## src/sv/h2ws_pkg.sv

```systemverilog
package h2ws_pkg;

   localparam int CordicStepsDefault = 16;
   localparam int SpeedBitsDefault   = 16;

   localparam int CfgW  = 15;
   localparam int InW   = 16;
   localparam int OutW  = 17;
   localparam int CordW = 44;
   localparam int ZW    = 24;
   localparam int AngW  = 15;
   localparam int LenW  = 17;
   localparam int PrdW  = LenW + AngW;
   localparam int DeltaW = PrdW + 1;
   localparam int SpdW  = 19;

   localparam logic [ZW-1:0] PiQ20 = 24'd3294199;
   localparam logic [AngW-1:0] PiQ13 = 15'd25736;

   localparam logic [1:0] MODE_NONE = 2'd0;
   localparam logic [1:0] MODE_SOFT = 2'd1;
   localparam logic [1:0] MODE_HARD = 2'd2;

   localparam logic [1:0] REG_HARD = 2'd0;
   localparam logic [1:0] REG_SOFT = 2'd1;
   localparam logic [1:0] REG_NONE = 2'd2;
   localparam logic [1:0] REG_MAX  = 2'd3;

   typedef struct packed {
      logic signed [CordW-1:0] x;
      logic signed [CordW-1:0] y;
      logic signed [ZW-1:0]    z;
   } cord_type;

   function automatic logic [ZW-1:0] atan_q20(input logic [4:0] i);
      logic [ZW-1:0] t;
      begin
         case (i)
            5'd0: t = 24'd823550;
            5'd1: t = 24'd486170;
            5'd2: t = 24'd256879;
            5'd3: t = 24'd130396;
            5'd4: t = 24'd65451;
            5'd5: t = 24'd32757;
            5'd6: t = 24'd16383;
            5'd7: t = 24'd8192;
            5'd8: t = 24'd4096;
            5'd9: t = 24'd2048;
            5'd10: t = 24'd1024;
            5'd11: t = 24'd512;
            5'd12: t = 24'd256;
            5'd13: t = 24'd128;
            5'd14: t = 24'd64;
            5'd15: t = 24'd32;
            5'd16: t = 24'd16;
            5'd17: t = 24'd8;
            5'd18: t = 24'd4;
            5'd19: t = 24'd2;
            5'd20: t = 24'd1;
            default: t = '0;
         endcase
         return t;
      end
   endfunction

endpackage

```

## src/sv/h2ws_cell.sv

```systemverilog
module h2ws_cell #(
   parameter int Shift = 0
) (
   input  logic                clock,
   input  h2ws_pkg::cord_type  cord_in,
   output h2ws_pkg::cord_type  cord_out
);
   import h2ws_pkg::*;

   cord_type cord_ff;
   cord_type cord_in_w;
   logic signed [CordW-1:0] xs;
   logic signed [CordW-1:0] ys;

   always_comb begin
      xs = cord_in.x >>> Shift;
      ys = cord_in.y >>> Shift;
      cord_in_w = cord_in;
      if (!cord_in.y[CordW-1]) begin
         cord_in_w.x = cord_in.x + ys;
         cord_in_w.y = cord_in.y - xs;
         cord_in_w.z = cord_in.z + atan_q20(5'(Shift));
      end else begin
         cord_in_w.x = cord_in.x - ys;
         cord_in_w.y = cord_in.y + xs;
         cord_in_w.z = cord_in.z - atan_q20(5'(Shift));
      end
   end

   always_ff @(posedge clock) begin
      cord_ff <= cord_in_w;
   end

   assign cord_out = cord_ff;
endmodule

```

## config.mk

```make
export PLATFORM = sky130hd
export DESIGN_NAME = h2ws_cell
export DESIGN_NICKNAME = d
export VERILOG_FILES = /design/src/sv/h2ws_pkg.sv /design/src/sv/h2ws_cell.sv
export SDC_FILE = /design/constraint.sdc
export NUM_CORES = 1
export LEC_CHECK = 0
export BUFFER_PORTS_ARGS = -buffer_cell sky130_fd_sc_hd__buf_2
export CORE_MARGIN = 2
export CORE_UTILIZATION = 30
export DETAILED_ROUTE_END_ITERATION = 6
export SYNTH_ARGS = -nofsm -noshare
export SYNTH_HDL_FRONTEND = slang
export SYNTH_SLANG_ARGS = --single-unit
export TNS_END_PERCENT = 100
```

## constraint.sdc

```tcl
create_clock -name clock -period 7.02 [get_ports clock]
set_input_delay 0.351 -clock clock [delete_from_list [all_inputs] [get_ports clock]]
set_output_delay 0.351 -clock clock [all_outputs]
set_load 0.005 [all_outputs]
```

## Word-level counts from Yosys, hierarchy flattened

Index checks and enable logic that the tools add are counted.

- Bits in registers: 112
- Input port bits: 113
- Output and inout port bits: 112
- Logic and storage cells: 9

- Add/subtract/negate cells: 5
- Mux-type cells: 1

Operator list:

| cell | count |
|---|---|
| 112-bit two-way mux | 1 |
| 44-bit subtractor | 2 |
| 44-bit adder | 1 |
| 24-bit by 20-bit adder with 24-bit output (second input constant) | 1 |
| 24-bit by 20-bit subtractor with 24-bit output (second input constant) | 1 |

## Depth between registers and ports, before layout

- Depth after elaboration: 2
- Mapped depth: 14
- Mapped depth without buffers: 13

## Worst setup path after synthesis

OpenSTA, ideal clock, no wires.

- Path type: input to register
- Start point: input port cord_in[67] in the netlist's numbering
- End point: register cord_ff (netlist bit cord_out[21])
- Library setup time: 0.072 ns
- Arrival: 3.430 ns
- Required time: 6.948 ns
- Slack: 3.518 ns
- Cell stages on the path: 13
- Path buffers: 2
- Cells stage by stage: inv_1 -> clkbuf_1 -> buf_1 -> ha_1 -> a211oi_2 -> nor2_1 -> a2111oi_4 -> o211ai_2 -> a2111oi_4 -> o31ai_1 -> a21o_1 -> a21oi_2 -> xnor2_1

RTL lines:

| what | RTL line | source |
|---|---|---|
| start, declared | h2ws_cell.sv:5 | `input h2ws_pkg::cord_type cord_in,` |
| end signal, assigned | h2ws_cell.sv:31 | `cord_ff <= cord_in_w;` |
| end, declared | h2ws_cell.sv:10 | `cord_type cord_ff;` |

==> impl_results.html <==
<table>
<tr><th>Metric</th><th>Value</th></tr>
<tr><th colspan="2">Clocking</th></tr>
<tr><td>Setup repair bufs after CTS</td><td>0</td></tr>
<tr><td>Post-CTS resize count</td><td>0</td></tr>
<tr><td>Hold buffers post-CTS</td><td>0</td></tr>
<tr><td>Clock-pin slew on the worst setup and hold paths</td><td>0.08 ns</td></tr>
<tr><td>Number of levels the H-tree was split into</td><td>3</td></tr>
<tr><td>Max Root-Sink Buffers</td><td>2</td></tr>
<tr><td>TritonCTS clock tree</td><td>done</td></tr>
<tr><td>Cell at the root of the clock tree</td><td>clkbuf_16</td></tr>
<tr><td>Clock Sink Count</td><td>111</td></tr>
<tr><td>CTS buffer count</td><td>9</td></tr>
<tr><th colspan="2">Route</th></tr>
<tr><td>Top layer used by detailed routing</td><td>met4</td></tr>
<tr><td>Amount of wire on met3 after detailed routing</td><td>3050 µm</td></tr>
<tr><td>First drt pass iteration count</td><td>5</td></tr>
<tr><td>Via count</td><td>~12000</td></tr>
<tr><td>Routed length on met1</td><td>18700 µm</td></tr>
<tr><td>Residual antenna-violating net count after detailed routing</td><td>0</td></tr>
<tr><td>Routed wire length</td><td>~40000 µm</td></tr>
<tr><td>Total length of routed met2 wires</td><td>18500 µm</td></tr>
<tr><td>Detailed-route DRC error count</td><td>0</td></tr>
<tr><td>Avg WL per Cell</td><td>around 19 µm</td></tr>
<tr><td>Initial detailed-routing violation count</td><td>1022</td></tr>
<tr><td>Per-cell via count in the routed design</td><td>about 5.3</td></tr>
<tr><th colspan="2">Timing</th></tr>
<tr><td>Final worst path period need</td><td>3.76 ns</td></tr>
<tr><td>Final hold violation count</td><td>0</td></tr>
<tr><td>Highest clock rate</td><td>266 MHz</td></tr>
<tr><td>Setup repair after global routing missed its margin</td><td>false</td></tr>
<tr><td>Final-report max-slew violation count</td><td>0</td></tr>
<tr><td>Final period util</td><td>53.6%</td></tr>
<tr><td>Slew @ Worst Pin</td><td>approximately 0.86 ns</td></tr>
<tr><td>Setup slack of the critical path after layout</td><td>3.26 ns</td></tr>
<tr><td>Slew margin rel.</td><td>between 40% and 50%</td></tr>
<tr><td>Hold slack final</td><td>0.0631 ns</td></tr>
<tr><td>Count of endpoints failing setup in the final report</td><td>0</td></tr>
<tr><td>Final sum of negative setup slack</td><td>0 ns</td></tr>
<tr><th colspan="2">Synth</th></tr>
<tr><td>Post-synthesis simple-gate area fraction</td><td>14.6%</td></tr>
<tr><td>Post-synthesis cell count</td><td>1502</td></tr>
<tr><td>Multiplexer share of the synthesized area</td><td>roughly 2.2%</td></tr>
<tr><td>Mapped Nets</td><td>1785</td></tr>
<tr><td>Complex-gate fraction of the synthesized area</td><td>30.7%</td></tr>
<tr><td>Most used flip-flop cell after synthesis</td><td>dfxtp_1</td></tr>
<tr><td>Portion of the post-synthesis area used by sequential elements</td><td>19.0%</td></tr>
<tr><td>Syn. warnings</td><td>0</td></tr>
<tr><td>Fraction of registers with async set or reset after synthesis</td><td>0%</td></tr>
<tr><td>Combinational family with the most area after synthesis</td><td>compound AO/OA/AOI/OAI gates</td></tr>
<tr><td>Syn avg cell area</td><td>7.77 µm²</td></tr>
<tr><td>Netlist area before placement</td><td>~12000 µm²</td></tr>
<tr><td>Number of enable-type register cells in the synthesized netlist</td><td>0</td></tr>
<tr><td>Yosys cell types</td><td>87</td></tr>
<tr><td>Register bit count reported by yosys</td><td>111</td></tr>
<tr><td>Parity-gate share of the synthesized area counting xor and xnor cells</td><td>7.65%</td></tr>
<tr><td>Adder and majority gate portion of the synthesized area</td><td>18.5%</td></tr>
<tr><th colspan="2">Die</th></tr>
<tr><td>I/O Pins</td><td>approximately 230</td></tr>
<tr><td>Die height</td><td>201 µm</td></tr>
<tr><td>Area of the core region</td><td>38600 µm²</td></tr>
<tr><td>Initial core utilization</td><td>30.3%</td></tr>
<tr><td>Number of standard-cell rows in the floorplan</td><td>72</td></tr>
<tr><td>Die area</td><td>between 40000 and 50000 µm²</td></tr>
<tr><td>Die X-Extent</td><td>201 µm</td></tr>
<tr><th colspan="2">Hold path</th></tr>
<tr><td>Hold/Removal Path Class</td><td>in -&gt; reg</td></tr>
<tr><td>Hold Path Cell Cnt</td><td>1</td></tr>
<tr><th colspan="2">Global routing</th></tr>
<tr><td>Number of antenna violations at the first check in global routing</td><td>1</td></tr>
<tr><td>Vias in the first global route</td><td>11200</td></tr>
<tr><td>First-pass GRT wire length</td><td>63700 µm</td></tr>
<tr><td>Aggregate global routing overflow</td><td>0</td></tr>
<tr><td>Aggregate global-route resource usage</td><td>20.0%</td></tr>
<tr><td>Maximum number of pins on one net before global-route repair</td><td>79</td></tr>
<tr><th colspan="2">Power</th></tr>
<tr><td>Worst IR Drop VDD</td><td>roughly 0.00011 V</td></tr>
<tr><td>Cell leakage power</td><td>~6.3 nW</td></tr>
<tr><td>Total power per unit cell area</td><td>187 nW/µm²</td></tr>
<tr><th colspan="2">Run</th></tr>
<tr><td>Number of maximum-capacitance violations</td><td>0</td></tr>
<tr><th colspan="2">Critical path</th></tr>
<tr><td>Arrival time worst endpoint</td><td>between 4 and 5 ns</td></tr>
<tr><td>Required time at the endpoint of the critical path</td><td>7.33 ns</td></tr>
<tr><td>Startpoint type of the worst setup path</td><td>input pin</td></tr>
<tr><td>Worst setup path category</td><td>in -&gt; reg</td></tr>
<tr><td>Critical-path maximum fanout</td><td>36</td></tr>
<tr><td>Setup crit end kind</td><td>flip-flop</td></tr>
<tr><th colspan="2">Finish</th></tr>
<tr><td>Final nets</td><td>about 2000</td></tr>
<tr><td>Fraction of layout cells with a size suffix above 1</td><td>18.1%</td></tr>
<tr><td>Area growth, synth to finish</td><td>15.2%</td></tr>
<tr><td>Max FFs per register</td><td>111</td></tr>
<tr><th colspan="2">Placement</th></tr>
<tr><td>Post-placement worst setup slack</td><td>2.95 ns</td></tr>
<tr><td>Final weighted congestion in routability-driven placement</td><td>0.947</td></tr>
<tr><td>HPWL after DPL</td><td>33700 µm</td></tr>
<tr><td>I/O Buffers</td><td>224</td></tr>
<tr><th colspan="2">Status</th></tr>
<tr><td>Run status</td><td>finished clean</td></tr>
</table>
==> critical path: stages <==
cell and delay, ns:
buf_4 0.24, inv_2 0.54, buf_4 0.61, ha_1 0.38, o21ai_1 0.09, nor2_1 0.10
a2111oi_4 0.37, o211ai_2 0.19, a2111oi_4 0.42, o31ai_1 0.20, nand4_1 0.12, nand2_1 0.06
a21oi_1 0.18, xnor2_1 0.13
==> cells in the mapped netlist, types with 5 or more instances <==
| master | count | share of area [%] |
|---|---|---|
| inv_2 | 8 | 0.26 |
| a21boi_1 | 5 | 0.32 |
| a21oi_1 | 168 | 7.2 |
| or3_1 | 11 | 0.59 |
| a311oi_1 | 6 | 0.45 |
| dfxtp_1 | 111 | 19 |
| nand2_1 | 76 | 2.4 |
| a31oi_1 | 11 | 0.59 |
| nand2b_1 | 10 | 0.54 |
| xor2_1 | 22 | 1.7 |
| nor4_1 | 10 | 0.54 |
| o31a_1 | 5 | 0.38 |
| a2111oi_0 | 5 | 0.38 |
| clkbuf_1 | 27 | 0.87 |
| ha_1 | 166 | 18 |
| buf_1 | 6 | 0.19 |
| nor2b_1 | 19 | 1.0 |
| and3_1 | 5 | 0.27 |
| nor3_1 | 26 | 1.1 |
| nand3_1 | 22 | 0.94 |
| nand4_1 | 20 | 1.1 |
| mux2i_1 | 23 | 2.0 |
| o21ai_1 | 27 | 1.2 |
| a21oi_2 | 7 | 0.53 |
| inv_1 | 135 | 4.3 |
| a211o_1 | 5 | 0.38 |
| buf_2 | 26 | 1.1 |
| nor2_1 | 117 | 3.8 |
| a21o_1 | 54 | 3.5 |
| o21a_1 | 17 | 1.1 |
| o211ai_1 | 15 | 0.96 |
| o21ai_0 | 87 | 3.7 |
| o31ai_1 | 16 | 1.0 |
| a211oi_1 | 13 | 0.84 |
| xnor2_1 | 80 | 6.0 |
| o21bai_1 | 39 | 2.5 |
==> through the flow <==
step | instance area, µm² | utilization, % | std cells | total power, mW
after CTS | 13400 | 34.9 | 2196 | 2.53
after global routing | 13400 | 34.9 | 2196 | 2.68
final | 13400 | 34.9 | 2197 | 2.51
after global placement | 13100 | 34.1 | 2180 | 1.95
after detailed placement | 13100 | 34.1 | 2180 | 1.95
after floorplan | 11700 | - | 1502 | 1.53
==> power by group <==
| group | internal [mW] | switching, mW |
|---|---|---|
| logic | 0.447 | 0.687 |
| clock network | 0.282 | 0.275 |
| registers | 0.779 | 0.0398 |
| total | 1.51 | 1.00 |
==> cell families after synthesis <==
family / count (synthesis)
adder cells (fa/ha/maj): 170
flip-flops: 111
AO/OA/AOI/OAI: 539
AND/OR/NAND/NOR: 344
multiplexers: 25
XOR/XNOR: 102
buffers and inverters: 211
==> layout by cell type (no fill, tap or decap), types with 10 or more instances in the layout <==
| cell | count |
|---|---|
| a211oi_1 | 13 |
| a21o_1 | 54 |
| a21oi_1 | 168 |
| a31oi_1 | 11 |
| buf_2 | 223 |
| dfxtp_1 | 111 |
| ha_1 | 166 |
| inv_1 | 134 |
| mux2i_1 | 23 |
| nand2_1 | 76 |
| nand2b_1 | 10 |
| nand3_1 | 22 |
| nand4_1 | 20 |
| nor2_1 | 117 |
| nor2b_1 | 19 |
| nor3_1 | 26 |
| nor4_1 | 10 |
| o211ai_1 | 15 |
| o21a_1 | 17 |
| o21ai_0 | 87 |
| o21ai_1 | 27 |
| o21bai_1 | 39 |
| o31ai_1 | 16 |
| or3_1 | 11 |
| xnor2_1 | 80 |
| xor2_1 | 22 |
==> layer usage <==
layer	vias up	global-route usage, %
met5	-	0
li1	5643	-
met2	498	32.1
met4	0	6.38
met3	51	3.51
met1	5399	27.3
==> path summary, 6_finish.rpt <==
path	start	end	slack, ns
max	cord_in[67]	cord_out[23]	3.26
min	cord_in[0]	cord_out[0]	0.06
==> cell type report <==
cell class,count,area (µm²)
antenna,1,2.50
timing repair buffer,227,1150
inverter,144,541
multi-input combinational,1180,8580
clock buffer,9,225
clock inverter,7,78.8
sequential,111,2220
fill,4225,25100
tap,518,648
Power figures use the tool's default switching activity.
