**src/sv/h2ws_pkg.sv**
```systemverilog
package h2ws_pkg;

   localparam int CordicStepsDefault = 16;
   localparam int SpeedBitsDefault   = 16;

   localparam int CfgW  = 15;
   localparam int InW   = 16;
   localparam int OutW  = 17;
   localparam int CordW = 44;
   localparam int ZW    = 24;
   localparam int AngW  = 15;
   localparam int LenW  = 17;
   localparam int PrdW  = LenW + AngW;
   localparam int DeltaW = PrdW + 1;
   localparam int SpdW  = 19;

   localparam logic [ZW-1:0] PiQ20 = 24'd3294199;
   localparam logic [AngW-1:0] PiQ13 = 15'd25736;

   localparam logic [1:0] MODE_NONE = 2'd0;
   localparam logic [1:0] MODE_SOFT = 2'd1;
   localparam logic [1:0] MODE_HARD = 2'd2;

   localparam logic [1:0] REG_HARD = 2'd0;
   localparam logic [1:0] REG_SOFT = 2'd1;
   localparam logic [1:0] REG_NONE = 2'd2;
   localparam logic [1:0] REG_MAX  = 2'd3;

   typedef struct packed {
      logic signed [CordW-1:0] x;
      logic signed [CordW-1:0] y;
      logic signed [ZW-1:0]    z;
   } cord_type;

   function automatic logic [ZW-1:0] atan_q20(input logic [4:0] i);
      logic [ZW-1:0] t;
      begin
         case (i)
            5'd0: t = 24'd823550;
            5'd1: t = 24'd486170;
            5'd2: t = 24'd256879;
            5'd3: t = 24'd130396;
            5'd4: t = 24'd65451;
            5'd5: t = 24'd32757;
            5'd6: t = 24'd16383;
            5'd7: t = 24'd8192;
            5'd8: t = 24'd4096;
            5'd9: t = 24'd2048;
            5'd10: t = 24'd1024;
            5'd11: t = 24'd512;
            5'd12: t = 24'd256;
            5'd13: t = 24'd128;
            5'd14: t = 24'd64;
            5'd15: t = 24'd32;
            5'd16: t = 24'd16;
            5'd17: t = 24'd8;
            5'd18: t = 24'd4;
            5'd19: t = 24'd2;
            5'd20: t = 24'd1;
            default: t = '0;
         endcase
         return t;
      end
   endfunction

endpackage

```
**src/sv/h2ws_div.sv**
```systemverilog
module h2ws_div (
   input  logic                        clock,
   input  logic                        reset,
   input  logic                        start,
   input  logic [h2ws_pkg::PrdW-1:0]   dividend,
   input  logic [h2ws_pkg::CfgW-1:0]   divisor,
   output logic                        done,
   output logic [h2ws_pkg::PrdW-1:0]   quotient
);
   import h2ws_pkg::*;

   localparam int CntW = $clog2(PrdW + 1);

   logic [PrdW-1:0] q_ff, q_in;
   logic [CfgW:0]   r_ff, r_in;
   logic [CntW-1:0] cnt_ff, cnt_in;
   logic            busy_ff, busy_in;
   logic [CfgW+1:0] trial;

   always_comb begin
      q_in = q_ff;
      r_in = r_ff;
      cnt_in = cnt_ff;
      busy_in = busy_ff;
      trial = {r_ff, q_ff[PrdW-1]};
      if (start) begin
         q_in = dividend;
         r_in = '0;
         cnt_in = CntW'(PrdW);
         busy_in = 1'b1;
      end else if (busy_ff) begin
         if (trial >= {2'b00, divisor}) begin
            r_in = (CfgW+1)'(trial - {2'b00, divisor});
            q_in = {q_ff[PrdW-2:0], 1'b1};
         end else begin
            r_in = trial[CfgW:0];
            q_in = {q_ff[PrdW-2:0], 1'b0};
         end
         cnt_in = cnt_ff - 1'b1;
         if (cnt_ff == CntW'(1)) busy_in = 1'b0;
      end
   end

   always_ff @(posedge clock) begin
      if (reset) begin
         busy_ff <= 1'b0;
      end else begin
         busy_ff <= busy_in;
      end
      q_ff <= q_in;
      r_ff <= r_in;
      cnt_ff <= cnt_in;
   end

   assign done = busy_ff && !busy_in && !start;
   assign quotient = q_ff;
endmodule

```
**config.mk**
```make
export PLATFORM = sky130hd
export DESIGN_NAME = h2ws_div
export DESIGN_NICKNAME = d
export VERILOG_FILES = /design/src/sv/h2ws_pkg.sv /design/src/sv/h2ws_div.sv
export SDC_FILE = /design/constraint.sdc
export NUM_CORES = 1
export LEC_CHECK = 0
export BUFFER_PORTS_ARGS = -buffer_cell sky130_fd_sc_hd__buf_2
export CORE_MARGIN = 2
export CORE_UTILIZATION = 30
export DETAILED_ROUTE_END_ITERATION = 8
export SLEW_MARGIN = 20
export SYNTH_ARGS = -nofsm -noshare
export SYNTH_HDL_FRONTEND = slang
export SYNTH_SLANG_ARGS = --single-unit
```
**constraint.sdc**
```tcl
create_clock -name clock -period 2.61 [get_ports clock]
set_clock_uncertainty 0.1 [all_clocks]
set_input_delay 0.261 -clock clock [delete_from_list [all_inputs] [get_ports clock]]
set_output_delay 0.261 -clock clock [all_outputs]
set_load 0.05 [all_outputs]
```
Word-level counts from Yosys, hierarchy flattened
Cells that the tools add are included.
{"block": "totals", "ff_bits": 55, "output_inout_bits": 33, "wordCells": 20, "inputBits": 50}
{"block": "classes", "muxes": 7, "reduce_logical": 5, "eq_ne": 1, "n_lt_le_gt_ge": 1, "addsub": 2}
{"cell": "32-bit 2-to-1 mux", "count": 2}
{"cell": "17-bit by 15-bit >= comparator with 1-bit output", "count": 1}
{"cell": "16-bit 2-to-1 mux", "count": 1}
{"cell": "16-bit by 15-bit subtractor with 16-bit output", "count": 1}
{"cell": "6-bit by 1-bit == test with 1-bit output (second input constant)", "count": 1}
{"cell": "6-bit by 1-bit subtractor with 6-bit output (second input constant)", "count": 1}
{"cell": "1-bit 2-to-1 mux", "count": 4}
{"cell": "1-bit logical AND", "count": 2}
{"cell": "1-bit zero test", "count": 2}
{"cell": "2-bit nonzero test", "count": 1}

Longest topological paths before layout
Gate-level depths: netlist of the first run.
{"block": "logic_depth", "depth_word": 7, "mapped_depth": 11, "ltp_nobuf": 10}

Least setup slack after synthesis of the first run
Ideal clock, no wire load.
{"block": "synth_timing", "path_kind": "reg2reg", "from": "reg q_ff[31], in the netlist quotient[31]", "to": "reg q_ff[0], in the netlist quotient[0], data pin", "path_stages_with_launch": 10, "period_less_slack_ps": 2519, "setup_slack_ps": 91, "n_path_buf": 1, "setup_time_ps": 260, "t_arrival_ps": 2159, "required_time_ps": 2250, "cell_sequence": "edfxtp_1 inv_1 ha_1 nor2b_1 o21bai_1 a21oi_1 o31a_1 or2_4 buf_2 mux2_2"}
{"block": "synth_between", "elab_chain_cells": 4}
{"element": "start: declaration", "line": "h2ws_div.sv:14", "rtl": "logic [PrdW-1:0] q_ff, q_in;"}
{"element": "start signal: assignment", "line": "h2ws_div.sv:50", "rtl": "q_ff <= q_in;"}
{"element": "17-bit by 15-bit >= comparator with 1-bit output", "line": "h2ws_div.sv:32", "rtl": "if (trial >= {2'b00, divisor}) begin"}
{"element": "1-bit 2-to-1 mux", "line": "h2ws_div.sv:32"}
{"element": "32-bit 2-to-1 mux", "line": "h2ws_div.sv:31", "rtl": "end else if (busy_ff) begin"}
{"element": "32-bit 2-to-1 mux", "line": "h2ws_div.sv:26", "rtl": "if (start) begin"}
{"element": "net q_in[0]", "line": "h2ws_div.sv:14"}
The timed path passes the listed nets, and every way through them passes these cells. The select of a mux whose other input is x is not followed.
A chain may end at the register's enable or synchronous reset.

Worst setup path after layout of the first run
{"block": "layout_timing", "from": "reg r_ff[4]", "to": "reg q_ff[0], in the netlist quotient[0], data pin"}
{"block": "layout_between", "elab_chain_cells": 4}
{"element": "start: declaration", "line": "h2ws_div.sv:15", "rtl": "logic [CfgW:0] r_ff, r_in;"}
{"element": "start signal: assignment", "line": "h2ws_div.sv:51", "rtl": "r_ff <= r_in;"}
{"element": "17-bit by 15-bit >= comparator with 1-bit output", "line": "h2ws_div.sv:32"}
{"element": "1-bit 2-to-1 mux", "line": "h2ws_div.sv:32"}
{"element": "32-bit 2-to-1 mux", "line": "h2ws_div.sv:31"}
{"element": "32-bit 2-to-1 mux", "line": "h2ws_div.sv:26"}
{"element": "net q_in[0]", "line": "h2ws_div.sv:14"}
The timed path passes the listed nets, and every way through them passes these cells. The select of a mux whose other input is x is not followed.

==> run summary, run 1 <==
status - complete, no violations
Post-synth EDFFs - 32
yosys warns - 0
sequential fraction of the synthesis area - 0.439
XOR/XNOR share of the synthesized area - 0.0379
met2 GRT Util - 0.215
vias in the first global route - 2,593
Slew @ Worst Pin - 0.558 ns
area occupied by multi-input gates - 1690 µm²
largest net degree at the start of global routing - 32
CTS tree - built
mux cell area share after synthesis - 0.143
fillers - 1,053
Async SR Flop Fraction - 0
CP max FO - 10
unrepaired setup endpoints after global routing - yes
GR Util met1 - 0.167
total power - 2.25 mW
Final Hold Viols - 0
worst hold path endpoint - quotient[10]
Yosys reg bits - 55
die area - 11,600 µm²
Synth Cell Area - 3240 µm²
flop-to-flop setup slack - 0.06 ns
simple-gate share of the synthesized area - 0.156
path depth of the worst reg2reg path - 7
final setup fails - 0
Seq. cell area - 1420 µm²
total negative slack - 0 ns
first-pass GRT wire length - 12,000 µm
TritonCTS Buffers - 5
DR vias - 2,580
clk_lat worst skew - 0.32 ns
Initial Util - 0.311
# nets final - 472
DRT iter0 DRCs - 139
Post-Syn Area per Cell - 10.3 µm²
Critical Path End Type - flip-flop
CTS H-Tree Depth - 2
fin crit share - 0.976
HP Start - dividend[10]
met3 Track Usage GR - 0.0315
# rows - 37
GRT Max-Usage Layer - met2
Via density - 4.77
pwr dens - 566 nW/µm²
post-synthesis adder-cell area fraction - 0.0718
Worst Path Required - 2.59 ns
Post-Syn Instances - 313
largest family of logic cells by synthesized area - simple AND/OR/NAND/NOR gates
maximum buffer depth of the clock tree - 2
drt first pass iters - 4
total grt overflow - 0
routability cong. - 0.892
wire per inst - 14.0 µm
synth unique cells - 50
Period minus WS final - 2.55 ns
Syn Nets - 381
Slew Limit Fails - 0
Clk pin slew, worst setup/hold paths - 0.12 ns
share of layout cells above drive strength 1 - 0.358
Max-Cap Viols - 0
IO Port Bufs - 82
hold_ws - 0.127 ns
Worst Hold Class - in2reg
number of remaining DRC errors - 0
initial antenna violation count - 0
top_reg_cell synth - edfxtp_1
synthesis-to-layout area growth - 22.4%
total inserted antenna cells - 0
Tot GR Track Use - 0.129
maximum VDD drop - 0.307 mV
antenna viol nets, final - 0
P_leak - 1.72 nW
clk root buf - clkbuf_8
die height - 108 µm
DP HPWL - 5700 µm
DP Worst Slack - 0.0476 ns
Critical Setup Path Class - reg2reg
fin cells - 541
Final Util - 0.381
WL final - 7590 µm
Non-Filler Cell Area, Final - 3970 µm²
DP Area - 3840 µm²
reg2reg end - quotient[0]
Rel. slew slack - 0.627
setup slack after layout - 0.0625 ns
R2R Path Start - r_ff[4]
Critical Path Source Type - flip-flop
clk sinks - 55
compound-cell area share of the yosys netlist - 0.112
DP Cell Count - 530
I/O pin total - 83
Fmax - 393 MHz
arrival time worst endpoint - 2.53 ns
Hold Path Stages - 2
Die X-Extent - 108 µm
Core Region - 10,400 µm²
[cells in the final DEF, fill, tap and decap left out, types with 5 or more instances in the layout]
cell type and instances:
a211oi_1 7, a21oi_1 12, and3_1 5, buf_2 82, buf_4 11, clkbuf_8 5
dfxtp_1 23, edfxtp_1 32, ha_1 17, inv_1 22, mux2_2 33, mux2i_1 9
nand2_1 24, nand2b_1 5, nand3_1 9, nor2_1 22, nor3_1 6, o21ai_0 11
or2_2 5, xnor2_1 11
[power breakdown]
group          switching, mW  internal [mW]  total [mW]
registers             0.0512           1.01        1.06
logic                  0.414          0.242       0.656
clock network          0.324          0.204       0.528
total                  0.789           1.46        2.25
[area by class of cell]
cell class,instances,share of cell area
tap,136,0.0429
clock inverter,3,0.00726
sequential,55,0.358
multi-input combinational,226,0.426
inverter,22,0.0208
timing repair buffer,94,0.127
clock buffer,5,0.0174
[cell usage after synthesis, drive strengths merged (7+ instances only)]
cell / count / area share
dfxtp: 23 / 0.14
a211oi: 7 / 0.016
a21oi: 12 / 0.019
edfxtp: 32 / 0.30
nor2: 22 / 0.025
nor3: 7 / 0.012
o21ai: 13 / 0.021
mux2: 33 / 0.11
xnor2: 11 / 0.030
mux2i: 9 / 0.028
inv: 22 / 0.025
ha: 17 / 0.066
buf: 7 / 0.011
nand3: 9 / 0.014
nand2: 24 / 0.028
[registers in the layout, indices dropped and copies added (netlist names)]
register and flops:
busy_ff 1, cnt_ff 6, quotient 32, r_ff 16
[kinds of logic after synthesis]
kind of cell,after synthesis
multiplexers,42
XOR/XNOR,14
adder cells (fa/ha/maj),18
flip-flops,55
buffers and inverters,33
AO/OA/AOI/OAI,54
AND/OR/NAND/NOR,97
[routing by layer]
metal	share of wire	up-vias	routed length, µm
li1	-	1319	-
met1	0.47	1198	3540
met2	0.48	53	3610
met3	0.044	10	333
met4	0.014	0	105
met5	0	-	0
[repair_timing]
item	CTS	global route
hold buffers	1	0
gates resized for setup	0	1
endpoints found under the hold margin	1	0
setup buffers	0	1
endpoints found under the setup margin	0	7
[worst max path at each step]
stage | startpoint | to | slack (ns) | cells past startpoint
2_1_floorplan | quotient[31] | quotient[0] | 0.09 | 9
3_3_place_gp | divisor[5] | quotient[0] | 0.10 | 9
3_5_place_dp | divisor[5] | quotient[0] | 0.05 | 9
4_1_cts | r_ff[4] | quotient[0] | 0.09 | 7
5_1_grt | r_ff[4] | quotient[0] | -0.03 | 7
6_report | r_ff[4] | quotient[0] | 0.06 | 7
[worst max-delay path, stage by stage (launching register included)]
cell and delay (ns):
dfxtp_1 0.35, ha_1 0.37, and3_1 0.24, o21ai_2 0.13
nand2_1 0.08, o31a_1 0.33, or2_2 0.40, mux2_2 0.30
(Power assumes the default switching activity.)
==> run 2: changes to the inputs <==
Settings changed: CORE_ASPECT_RATIO set to 0.8.
==> run summary, run 2 (synthesis results as in run 1) <==
status - complete, no violations
die area - 11,600 µm² (about the same)
CTS H-Tree Depth - 2 (unchanged)
Critical Path Source Type - flip-flop
Worst Hold Class - in2reg
WL final - 7530 µm (-0.78%)
Period minus WS final - 2.49 ns (-0.0581 ns)
Die X-Extent - 120 µm (+11%)
switching share of total power - 0.319 (-0.0321)
leading cell type in the layout, fill and taps excluded - buf_2
path depth of the worst reg2reg path - 7 (unchanged)
pwr dens - 590 nW/µm² (+4.2%)
Rel. slew slack - 0.409 (-0.218)
Non-Filler Cell Area, Final - 4010 µm² (+1.2%)
Max-Cap Viols - 0 (unchanged)
# rows - 33 (-11%)
Clk pin slew, worst setup/hold paths - 0.07 ns (-0.05 ns)
DRT iter0 DRCs - 121 (-13%)
max FFs per register - 32 (unchanged)
antenna viol nets, final - 0 (unchanged)
CP Launch Point - r_ff[5]
P_leak - 1.73 nW (+0.37%)
clk_lat worst skew - 0.29 ns (-0.03 ns)
first-pass GRT wire length - 12,400 µm (+3.1%)
CP max FO - 21 (+11)
I/O pin total - 83 (unchanged)
TritonCTS Buffers - 5 (unchanged)
fillers - 1,050 (-0.28%)
IO Port Bufs - 82 (unchanged)
power share of the combinational group - 0.279 (-0.013)
Core Region - 10,400 µm² (-0.50%)
flop-to-flop setup slack - 0.12 ns (+0.06 ns)
Pint - 1.61 mW (+11%)
total inserted antenna cells - 0 (unchanged)
# nets final - 469 (-0.64%)
DP HPWL - 5850 µm (+2.5%)
Slew @ Worst Pin - 0.883 ns (+0.325 ns)
R2R Path Start - r_ff[5]
total negative slack - 0 ns (unchanged)
unrepaired setup endpoints after global routing - no
Via density - 4.71 (-1.2%)
NetSw - 0.756 mW (-4.2%)
synthesis-to-layout area growth - 23.8%
most frequent cells in the layout - 82 x buf_2, 33 x mux2_2, 32 x edfxtp_1, 24 x nand2_1, 23 x dfxtp_1
DP Area - 3860 µm² (+0.46%)
die height - 96.9 µm (-10%)
Critical Path End Type - flip-flop
Worst Path Required - 2.55 ns (-0.04 ns)
Final Hold Viols - 0 (unchanged)
maximum VDD drop - 0.264 mV (-14%)
CTS tree - built
arrival time worst endpoint - 2.43 ns (-0.10 ns)
Initial Util - 0.313 (+0.00158)
Cell Chain, Critical Path - ha_1, a21o_1, o21ai_2, nand2_1, o31a_1, or2_4, mux2_2
DR vias - 2,555 (-0.97%)
drt first pass iters - 4 (unchanged)
vias in the first global route - 2,589 (-0.15%)
Largest stage delay, worst path - 0.36 ns (-0.04 ns)
wire per inst - 13.9 µm (-0.96%)
slowest cell on the critical path - ha_1
postcts setup bufs - 0 (unchanged)
final setup fails - 0 (unchanged)
clock network power share - 0.273 (+0.038)
Slew Limit Fails - 0 (unchanged)
reg2reg end - quotient[0]
total grt overflow - 0 (unchanged)
routability cong. - 0.876 (-1.8%)
initial antenna violation count - 0 (unchanged)
Tot GR Track Use - 0.132 (+0.00268)
clk root buf - clkbuf_16
clk sinks - 55 (unchanged)
number of remaining DRC errors - 0 (unchanged)
share of layout cells above drive strength 1 - 0.358 (about the same)
largest net degree at the start of global routing - 27 (-16%)
fin crit share - 0.954 (-0.0223)
Fmax - 402 MHz (+2.3%)
Critical Setup Path Class - reg2reg
crit path capture - quotient[0]
maximum buffer depth of the clock tree - 2 (unchanged)
sequential power share - 0.447 (-0.026)
[run 2: layout make-up]
| type | count | area, µm² | share of cell area |
|---|---|---|---|
| clock buffer | 7 | 134 | 0.0334 |
| clock inverter | 1 | 5.00 | 0.00125 |
| inverter | 22 | 82.6 | 0.0206 |
| multi-input combinational | 225 | 1700 | 0.423 |
| sequential | 55 | 1420 | 0.354 |
| tap | 140 | 175 | 0.0437 |
| timing repair buffer | 92 | 498 | 0.124 |
[run 2: per-stage QoR]
step / power (mW) / setup slack, ns / hold slack, ns / util / cells
after floorplan: 1.57 / 0.0907 / 0.240 / - / 313
after global placement: 1.73 / 0.130 / 0.330 / 0.373 / 534
after detailed placement: 1.74 / 0.0519 / 0.336 / 0.373 / 534
after CTS: 2.40 / 0.0480 / 0.0259 / 0.386 / 542
after global routing: 2.50 / 0.00581 / 0.0234 / 0.387 / 542
final: 2.37 / 0.121 / 0.0321 / 0.387 / 542
[run 2: worst max-delay path: cells and delay by family (launching register included)]
| kind | cells | cell delay [ns] |
|---|---|---|
| AO/OA/AOI/OAI | 3 | 0.69 |
| multiplexers | 1 | 0.30 |
| AND/OR/NAND/NOR | 2 | 0.45 |
| adder cells (fa/ha/maj) | 1 | 0.36 |
| flip-flops | 1 | 0.34 |
[run 2: worst min path at each step]
stage / from / endpoint / slack, ns / depth (start not counted)
2_1_floorplan: reset / busy_ff / 0.24 / 1
3_3_place_gp: reset / busy_ff / 0.33 / 2
3_5_place_dp: reset / busy_ff / 0.34 / 2
4_1_cts: reset / busy_ff / 0.03 / 2
5_1_grt: reset / busy_ff / 0.02 / 2
6_report: reset / busy_ff / 0.03 / 2
[run 2: power groups by stage]
stage | clock (mW) | combinational (mW) | sequential [mW]
global route | 0.711 | 0.717 | 1.07
detailed placement | 0 | 0.660 | 1.08
finish | 0.647 | 0.661 | 1.06
CTS | 0.673 | 0.664 | 1.06
global placement | 0 | 0.655 | 1.08
floorplan | 0 | 0.308 | 1.26
[run 2: metal layers]
metal / vias to the layer above / wire length [µm] / GRT usage
met5: - / 0 / 0
met4: 0 / 65 / 0.0353
met3: 4 / 363 / 0.0259
met2: 60 / 3410 / 0.206
met1: 1191 / 3700 / 0.185
li1: 1300 / - / -
[run 2: timing repair]
| item | in CTS | in global routing |
|---|---|---|
| setup endpoints to repair | 0 | 4 |
| gates resized for setup | 0 | 3 |
| hold buffers | 0 | 0 |
| endpoints found under the hold margin | 0 | 0 |
==> run 3: changes to the inputs <==
Settings changed: CORE_UTILIZATION 30 to 50, PLACE_DENSITY set to 0.76.
==> run summary, run 3 (synthesis results as in run 1) <==
number of remaining DRC errors - 0 (unchanged)
fin crit share - 0.944 (-0.00942)
pwr dens - 561 nW/µm² (-5.0%)
CTS H-Tree Depth - 2 (unchanged)
clk_lat worst skew - 0.30 ns (about the same)
max FFs per register - 32 (unchanged)
clk root buf - clkbuf_8
synthesis-to-layout area growth - 19.1%
Max-Cap Viols - 0 (unchanged)
maximum buffer depth of the clock tree - 2 (unchanged)
Fmax - 406 MHz (+1.0%)
clk sinks - 55 (unchanged)
Worst Path Required - 2.74 ns (+0.19 ns)
wire per inst - 14.7 µm (+5.5%)
die area - 7140 µm² (-39%)
Cell Chain, Critical Path - ha_1, and2_1, nand4_1, a21oi_1, o31a_1, or2_4, mux2_2, o21ai_1
CTS tree - built
postcts setup bufs - 0 (unchanged)
largest net degree at the start of global routing - 24 (-11%)
TritonCTS Buffers - 5 (unchanged)
Via density - 5.33 (+13%)
hold_buf cts - 0 (unchanged)
antenna viol nets, final - 0 (unchanged)
share of layout cells above drive strength 1 - 0.348 (-0.00995)
DRT iter0 DRCs - 85 (-30%)
P_leak - 1.69 nW (-1.9%)
most frequent cells in the layout - 82 x buf_2, 33 x mux2_2, 32 x edfxtp_1, 24 x nand2_1, 23 x dfxtp_1
# nets final - 469 (unchanged)
Critical Path Source Type - flip-flop
DP HPWL - 5510 µm (-5.8%)
Period minus WS final - 2.46 ns (-0.0246 ns)
I/O pin total - 83 (unchanged)
NetSw - 0.724 mW (-4.2%)
total inserted antenna cells - 0 (unchanged)
power share of the combinational group - 0.303 (+0.024)
Critical Setup Path Class - reg2reg
setup slack after layout - 0.145 ns (+0.0246 ns)
maximum VDD drop - 0.343 mV (+30%)
routability cong. - 0.916 (+4.6%)
status - complete, no violations
Pint - 1.44 mW (-11%)
switching share of total power - 0.335 (+0.0154)
WL final - 7120 µm (-5.4%)
total negative slack - 0 ns (unchanged)
Die X-Extent - 94.0 µm (-22%)
DR vias - 2,588 (+1.3%)
post-cts sizing count - 0 (unchanged)
clock network power share - 0.207 (-0.066)
total power - 2.16 mW (-8.6%)
leading cell type in the layout, fill and taps excluded - buf_2
vias in the first global route - 2,391 (-7.6%)
slowest cell on the critical path - ha_1
Tot GR Track Use - 0.202 (+0.0704)
drt first pass iters - 4 (unchanged)
first-pass GRT wire length - 11,500 µm (-7.2%)
initial antenna violation count - 0 (unchanged)
Critical Path End Type - flip-flop
Slew @ Worst Pin - 0.877 ns (-0.00598 ns)
Final Hold Viols - 0 (unchanged)
unrepaired setup endpoints after global routing - no
# rows - 26 (-21%)
Slew Limit Fails - 0 (unchanged)
final setup fails - 0 (unchanged)
Clk pin slew, worst setup/hold paths - 0.09 ns (+0.02 ns)
Core Region - 6310 µm² (-39%)
die height - 76.0 µm (-22%)
Initial Util - 0.513 (+0.201)
total grt overflow - 0 (unchanged)
Largest stage delay, worst path - 0.38 ns (+0.02 ns)
CP max FO - 21 (unchanged)
DP Worst Slack - 0.0994 ns (+0.0475 ns)
Rel. slew slack - 0.413 (+0.00400)
arrival time worst endpoint - 2.60 ns (+0.17 ns)
Worst Hold Class - in2reg
sequential power share - 0.490 (+0.043)
IO Port Bufs - 82 (unchanged)
==> run 3: cell type report <==
class	count	area [µm²]
inverters	22	82.6
multi-input cells	225	1680
clock buffers	8	80.1
repair buffers	92	485
flip-flops and latches	55	1420
fillers	549	2450
well taps	84	105
==> run 3: power groups by stage <==
stage	combinational [mW]	clock, mW	sequential, mW
3_3_place_gp	0.641	0	1.08
2_1_floorplan	0.308	0	1.26
5_1_grt	0.709	0.486	1.07
3_5_place_dp	0.654	0	1.08
4_1_cts	0.657	0.454	1.06
6_report	0.656	0.448	1.06
==> run 3: layer usage <==
metal  vias up  track usage  share of wire
met2        60        0.326           0.48
met3         6       0.0376          0.055
li1       1308            -              -
met1      1214        0.289           0.46
met4         0       0.0348         0.0055
met5         -            0              0
==> run 3: worst max-delay path, delay by kind of cell (launching register included) <==
kind,cells,cell delay (ns)
and+or+nand+nor,3,0.68
muxes,1,0.38
adders and majority gates,1,0.38
DFF,1,0.35
AOI/OAI and AO/OA,3,0.51
==> run 3: final timing paths <==
kind         cells past startpoint       end  slack, ns  startpoint
max reg2reg                      8   r_ff[1]       0.15     r_ff[7]
min reg2reg                      2  r_ff[15]       0.38    r_ff[15]
min                              2   busy_ff       0.01       reset
max                              8   r_ff[1]       0.15     r_ff[7]
==> run 3: metrics by stage <==
step	area, µm²	hold slack [ns]	util	instances
3_3_place_gp	3780	0.328	0.599	478
6_report	3860	0.0109	0.611	486
2_1_floorplan	3240	0.240	-	313
4_1_cts	3860	0.00555	0.611	486
5_1_grt	3860	0.0182	0.611	486
3_5_place_dp	3780	0.328	0.599	478
